<file path="config.mk">
export PLATFORM = sky130hd
export DESIGN_NAME = multi_button_debouncer
export DESIGN_NICKNAME = d
export VERILOG_FILES = /design/src/rtl/mbd_pkg.sv /design/src/rtl/mbd_button_fsm.sv /design/src/rtl/mbd_state_file.sv /design/src/rtl/multi_button_debouncer.sv
export SDC_FILE = /design/constraint.sdc
export NUM_CORES = 1
export LEC_CHECK = 0
export BUFFER_PORTS_ARGS = -buffer_cell sky130_fd_sc_hd__buf_2
export CORE_MARGIN = 8
export CORE_UTILIZATION = 60
export DETAILED_ROUTE_END_ITERATION = 6
export GPL_TIMING_DRIVEN = 0
export PLACE_DENSITY = 0.83
export SYNTH_ARGS = -nofsm -noshare
export SYNTH_HDL_FRONTEND = slang
export SYNTH_SLANG_ARGS = --single-unit
</file>
<file path="constraint.sdc">
create_clock -name clock -period 7.35 [get_ports clock]
set_input_delay 1.1025 -clock clock [delete_from_list [all_inputs] [get_ports clock]]
set_output_delay 1.1025 -clock clock [all_outputs]
set_load 0.03 [all_outputs]
</file>
<file path="src/rtl/mbd_pkg.sv">
// Package for the multi-button debouncer: field widths, limits, the
// per-button phase encoding and the per-button state record.
// No dependencies.
`default_nettype none

package mbd_pkg;

   localparam int NUM_BUTTONS_DEF = 4;

   localparam int ID_W    = 2;
   localparam int PHASE_W = 2;
   localparam int COUNT_W = 9;
   localparam int HOLD_W  = 8;
   localparam int POLLS_W = 8;

   localparam logic [COUNT_W-1:0] COUNT_MAX = 9'd511;
   localparam logic [HOLD_W-1:0]  HOLD_MAX  = 8'd255;

   typedef enum logic [PHASE_W-1:0] {
      PHASE_UP       = 2'd0,
      PHASE_PUSHED   = 2'd1,
      PHASE_DOWN     = 2'd2,
      PHASE_RELEASED = 2'd3
   } phase_type;

   typedef struct packed {
      phase_type          phase;
      logic [COUNT_W-1:0] debounce_count;
      logic [HOLD_W-1:0]  hold_tally;
   } button_entry_type;

   localparam button_entry_type ENTRY_RESET = '{
      phase:          PHASE_UP,
      debounce_count: '0,
      hold_tally:     '0
   };

endpackage

`default_nettype wire

</file>
<file path="src/rtl/mbd_button_fsm.sv">
// Next-state logic of one button: phase machine, debounce and hold counters.
// Depends on mbd_pkg.
`default_nettype none

module mbd_button_fsm
   import mbd_pkg::*;
(
   input  button_entry_type   cur_entry,
   input  logic               pressed,
   input  logic [POLLS_W-1:0] debounce_polls,
   output button_entry_type   nxt_entry
);

   logic [COUNT_W-1:0] count_inc;
   logic [HOLD_W-1:0]  hold_inc;
   logic               count_over;

   assign count_inc  = (cur_entry.debounce_count >= COUNT_MAX) ? COUNT_MAX
                     : cur_entry.debounce_count + COUNT_W'(1);
   assign hold_inc   = (cur_entry.hold_tally == HOLD_MAX) ? HOLD_MAX
                     : cur_entry.hold_tally + HOLD_W'(1);
   assign count_over = count_inc > COUNT_W'(debounce_polls);

   always_comb begin
      nxt_entry = cur_entry;
      case (cur_entry.phase)
         PHASE_UP: begin
            if (pressed) begin
               nxt_entry.debounce_count = count_inc;
               if (count_over) begin
                  nxt_entry.phase = PHASE_PUSHED;
               end
            end else begin
               nxt_entry.debounce_count = '0;
            end
         end
         PHASE_PUSHED: begin
            nxt_entry.hold_tally = '0;
            nxt_entry.phase      = PHASE_DOWN;
         end
         PHASE_DOWN: begin
            if (pressed) begin
               nxt_entry.hold_tally     = hold_inc;
               nxt_entry.debounce_count = '0;
            end else begin
               nxt_entry.debounce_count = count_inc;
               if (count_over) begin
                  nxt_entry.phase = PHASE_RELEASED;
               end
            end
         end
         default: begin
            nxt_entry.phase = PHASE_UP;
         end
      endcase
   end

endmodule

`default_nettype wire

</file>
<file path="src/rtl/mbd_state_file.sv">
// Per-button state registers with one read port and one write port.
// Depends on mbd_pkg.
`default_nettype none

module mbd_state_file
   import mbd_pkg::*;
#(
   parameter int NUM_BUTTONS = NUM_BUTTONS_DEF,
   parameter int SLOT_W      = (NUM_BUTTONS > 1) ? $clog2(NUM_BUTTONS) : 1
)
(
   input  logic              clock,
   input  logic              reset,
   input  logic [SLOT_W-1:0] rd_slot,
   output button_entry_type  rd_entry,
   input  logic              wr_en,
   input  logic [SLOT_W-1:0] wr_slot,
   input  button_entry_type  wr_entry
);

   button_entry_type entry_ff [NUM_BUTTONS];

   assign rd_entry = (int'(rd_slot) < NUM_BUTTONS) ? entry_ff[rd_slot] : ENTRY_RESET;

   always_ff @(posedge clock) begin
      if (reset) begin
         for (int i = 0; i < NUM_BUTTONS; i++) begin
            entry_ff[i] <= ENTRY_RESET;
         end
      end else if (wr_en) begin
         entry_ff[wr_slot] <= wr_entry;
      end
   end

endmodule

`default_nettype wire

</file>
<file path="src/rtl/multi_button_debouncer.sv">
// Top level of the multi-button debouncer: poll input register, state file,
// button update logic and result register. Depends on mbd_pkg,
// mbd_state_file and mbd_button_fsm.
//
//   channel | direction | handshake          | payload
//   req     | in        | req_valid/stall    | button_index, pressed
//   rsp     | out       | rsp_valid/stall    | button_id, debounced_state, hold_polls
//   csr     | in        | csr_valid/ready    | debounce_polls
//
// One poll beat per cycle unless rsp stalls; beats pass input, then result register.
// The state read-modify-write sits between the input and result registers,
// so consecutive beats on the same button see each other's updates.
// Reset clears all button states and debounce_polls.
// A stall on rsp holds the result; req stalls only when both registers are full.
`default_nettype none

module multi_button_debouncer
   import mbd_pkg::*;
#(
   parameter int NUM_BUTTONS = NUM_BUTTONS_DEF
)
(
   input  logic               clock,
   input  logic               reset,
   input  logic               req_valid,
   output logic               req_stall,
   input  logic [ID_W-1:0]    req_button_index,
   input  logic               req_pressed,
   output logic               rsp_valid,
   input  logic               rsp_stall,
   output logic [ID_W-1:0]    rsp_button_id,
   output logic [PHASE_W-1:0] rsp_debounced_state,
   output logic [HOLD_W-1:0]  rsp_hold_polls,
   input  logic               csr_valid,
   output logic               csr_ready,
   input  logic [POLLS_W-1:0] csr_debounce_polls
);

   localparam int SLOT_W = (NUM_BUTTONS > 1) ? $clog2(NUM_BUTTONS) : 1;

   logic [POLLS_W-1:0] debounce_polls_ff;

   logic               in_valid_ff, in_valid_in;
   logic [ID_W-1:0]    in_index_ff;
   logic               in_pressed_ff;

   logic               out_valid_ff, out_valid_in;
   logic [ID_W-1:0]    out_id_ff;
   logic [PHASE_W-1:0] out_state_ff;
   logic [HOLD_W-1:0]  out_hold_ff;

   logic               in_load;
   logic               out_load;
   logic               slot_ok;
   logic [SLOT_W-1:0]  slot;
   button_entry_type   cur_entry;
   button_entry_type   nxt_entry;

   assign csr_ready = 1'b1;

   always_ff @(posedge clock) begin
      if (reset) begin
         debounce_polls_ff <= '0;
      end else if (csr_valid && csr_ready) begin
         debounce_polls_ff <= csr_debounce_polls;
      end
   end

   assign out_load  = in_valid_ff && (!out_valid_ff || !rsp_stall);
   assign req_stall = in_valid_ff && !out_load;
   assign in_load   = req_valid && !req_stall;

   always_comb begin
      in_valid_in = in_valid_ff;
      if (in_load) begin
         in_valid_in = 1'b1;
      end else if (out_load) begin
         in_valid_in = 1'b0;
      end
      out_valid_in = out_valid_ff;
      if (out_load) begin
         out_valid_in = 1'b1;
      end else if (!rsp_stall) begin
         out_valid_in = 1'b0;
      end
   end

   always_ff @(posedge clock) begin
      if (reset) begin
         in_valid_ff  <= 1'b0;
         out_valid_ff <= 1'b0;
      end else begin
         in_valid_ff  <= in_valid_in;
         out_valid_ff <= out_valid_in;
      end
   end

   always_ff @(posedge clock) begin
      if (in_load) begin
         in_index_ff   <= req_button_index;
         in_pressed_ff <= req_pressed;
      end
   end

   assign slot_ok = int'(in_index_ff) < NUM_BUTTONS;
   assign slot    = SLOT_W'(in_index_ff);

   mbd_state_file #(
      .NUM_BUTTONS (NUM_BUTTONS),
      .SLOT_W      (SLOT_W)
   ) u_state_file (
      .clock    (clock),
      .reset    (reset),
      .rd_slot  (slot),
      .rd_entry (cur_entry),
      .wr_en    (out_load && slot_ok),
      .wr_slot  (slot),
      .wr_entry (nxt_entry)
   );

   mbd_button_fsm u_button_fsm (
      .cur_entry      (cur_entry),
      .pressed        (in_pressed_ff),
      .debounce_polls (debounce_polls_ff),
      .nxt_entry      (nxt_entry)
   );

   always_ff @(posedge clock) begin
      if (out_load) begin
         out_id_ff    <= in_index_ff;
         out_state_ff <= slot_ok ? PHASE_W'(nxt_entry.phase) : '0;
         out_hold_ff  <= slot_ok ? nxt_entry.hold_tally : '0;
      end
   end

   assign rsp_valid           = out_valid_ff;
   assign rsp_button_id       = out_id_ff;
   assign rsp_debounced_state = out_state_ff;
   assign rsp_hold_polls      = out_hold_ff;

endmodule

`default_nettype wire

</file>
==> results.tsv <==
metric	value	unit
synthesized cell area	0.00518	sq mm
status	finished clean	
PD cells	224	mW/mm^2
sequential power share	0.540	
row cnt	34	
post-synth cell types	63	
Worst VDD drop	144	uV
RSZ-0062 raised after global routing	false	
clk buf depth	2	
Post-Syn Nets	451	
Hold WS	0.503	ns
Die Y	109	um
Max Fclk	0.215	GHz
initial antenna violation count	0	
WS Path Type	reg2reg	
core outline area	0.00855	sq mm
nets	490	
Cell Area, Placed	0.00546	sq mm
Top FF cell, synth	edfxtp_1	
reg-to-reg slack, setup	2.69	ns
final cell count without fillers	572	
initial DRC count	351	
DIE WIDTH	109	um
CP Capture Type	register	
period utilisation layout	0.634	
Fillers	628	
CTS Hold Buffers Added	0	
CTS tree	done	
die area	0.0119	sq mm
largest net degree at the start of global routing	20	
Setup TNS Final	0	ns
post-DP HPWL	7.58	mm
vias per inst	6.14	
P&R area growth vs syn	8.79	%
#FFs+latches synth	103	
ant diodes	0	
initial core utilization	0.606	
total routed wirelength	11.0	mm
min cycle time layout	4.66	ns
gpl congestion	0.920	
I/O pin count	31	
TritonRoute pass-1 iters	5	
combinational share of power	0.199	
clock power share	0.261	
Max Cap Viol	0	
final antenna-violating net count	0	
Slew @ Worst Pin	1.16	ns
Num Clock Sinks	103	
Post-synth EDFFs	91	
first-pass GRT wire length	17.4	mm
Post-Place Cells	556	
Seq/Total Area, Yosys	0.574	
Rel. slew slack	0.229	
crit-path max FO	10	
post-route cell area	0.00564	sq mm
post-route worst setup slack	2.69	ns
GRT overflow	0	
htree depth	3	
GRT Overall Usage	0.192	
Routed WL per cell	19.2	um
clock-pin slew of the registers on the worst-case setup and hold paths	0.10	ns
min-delay worst type	reg2reg	
Worst-Skew Late Latency	0.37	ns
P_sw	0.373	mW
# port buffers	28	
Setup-failing EPs final	0	
fraction of layout cells with a size suffix above 1	0.175	
area of the multi-input gates	0.00200	sq mm
clock root buffer	clkbuf_8	
Syn. warnings	0	
Worst Path Required	7.45	ns
Critical Path Source Type	register	
Post-Syn Instances	420	
vias	3512	
internal power	0.888	mW
CTS buffer count	9	
synthesized area per cell	12.3	sq um
asr flop ratio synth	0	
final-report hold violation count	0	
register area	0.00297	sq mm
drt drc	0	
postcts setup bufs	0	
worst slack, placed	2.83	ns
static leakage	2.12	nW
max-slew violation count	0	
critical path arrival	4.75	ns
Setup Skew	0.0140	ns
Sw Share	0.296	
number of global-route vias before repair	3433	
PostCTS Resize Cnt	0	
per-layer routing:
| metal | global-route usage | wire [um] | vias up |
|---|---|---|---|
| li1 | - | - | 1644 |
| met1 | 0.250 | 4600 | 1696 |
| met2 | 0.311 | 5400 | 147 |
| met3 | 0.0414 | 751 | 25 |
| met4 | 0.0704 | 240 | 0 |
| met5 | 0 | 0 | - |
final timing paths:
| kind | endpoint | start | cells past startpoint |
|---|---|---|---|
| max | u_state_file.entry_ff[1][17] | register | 17 |
| min | debounce_polls_ff[4] | debounce_polls_ff[4] | 2 |
| max reg2reg | u_state_file.entry_ff[1][17] | register | 17 |
| min reg2reg | debounce_polls_ff[4] | debounce_polls_ff[4] | 2 |
worst max-delay path, stage by stage (launching register included):
cell	delay, ns
dfxtp_1	0.34
buf_6	0.19
mux4_2	0.53
buf_2	0.20
and3_1	0.20
buf_2	0.16
nand3_1	0.14
nor2_1	0.06
ha_1	0.20
clkbuf_1	0.27
a31oi_4	0.36
nand2_1	0.10
ha_1	0.30
a211o_1	0.29
o211ai_1	0.12
a32oi_1	0.18
o31ai_1	0.59
nor2_1	0.13
placed cells by master (no fill, tap or decap), drive strengths merged, types with 3 or more instances in the layout:
master  count
ha         15
nand2      20
mux2i      11
nor2       82
a311o       3
or3         3
and2        3
mux4       19
o31ai       4
clkbuf     22
a31oi       5
o21ai      10
nand2b      4
buf        39
dfxtp      12
nor3b       9
edfxtp     91
nand3      11
nor3       11
nand4       3
nor2b       3
and3        5
xnor2       3
a21oi      12
inv        23
clkinv      3
cells by family (layout without fill, tap and decap cells):
family                   count (synthesis)  in the layout  synth area share
other                                    1              1          0.000724
adder cells (fa/ha/maj)                 15             15            0.0362
buffers and inverters                   45             89            0.0396
XOR/XNOR                                 5              5           0.00845
flip-flops                             103            103             0.574
AND/OR/NAND/NOR                        164            164             0.150
AO/OA/AOI/OAI                           55             55            0.0799
multiplexers                            32             32             0.111
Yosys cell counts, types with 4 or more instances:
master	count	area (sq um)
clkbuf_1	13	48.8
dfxtp_1	12	240
a31oi_1	4	25.0
mux2i_1	11	110
and3_1	4	25.0
ha_1	15	188
nor3_1	11	55.1
nand3_1	11	55.1
edfxtp_1	91	2730
nor3b_1	9	67.6
mux4_2	15	338
nand2b_1	4	25.0
nor2_1	82	308
nand2_1	20	75.1
o21ai_0	9	45.0
inv_1	21	78.8
a21oi_1	12	60.1
buf_2	7	35.0
mux4_1	4	105
state kept, by name (all words and copies together) (netlist names), named ones only:
| name | flops |
|---|---|
| in_pressed_ff | 1 |
| rsp_valid | 1 |
| in_valid_ff | 1 |
| in_index_ff | 2 |
| rsp_debounced_state | 2 |
| debounce_polls_ff | 8 |
| u_state_file.entry_ff | 76 |
| rsp_hold_polls | 8 |
| rsp_button_id | 2 |
through the flow:
stage                     utilization  power (mW)
after global routing            0.659        1.31
after floorplan                     -       0.877
final                           0.659        1.26
after global placement          0.638       0.932
after detailed placement        0.638       0.943
after CTS                       0.659        1.26
area by class of cell:
cell class                      count  share of cell area
Buffer                             24              0.0224
Clock buffer                        9              0.0220
Clock inverter                      7             0.00999
Timing Repair Buffer               28              0.0249
Tap cell                          108              0.0240
Inverter                           21              0.0140
Multi-Input combinational cell    272               0.355
Sequential cell                   103               0.527
power by group through the flow:
stage          logic (mW)  clock network, mW  registers (mW)
6_report            0.251              0.329           0.681
5_1_grt             0.273              0.351           0.684
4_1_cts             0.249              0.330           0.681
3_5_place_dp        0.248                  0           0.695
3_3_place_gp        0.240                  0           0.692
2_1_floorplan       0.175                  0           0.703
No activity file was read; power rests on OpenSTA's default activity.
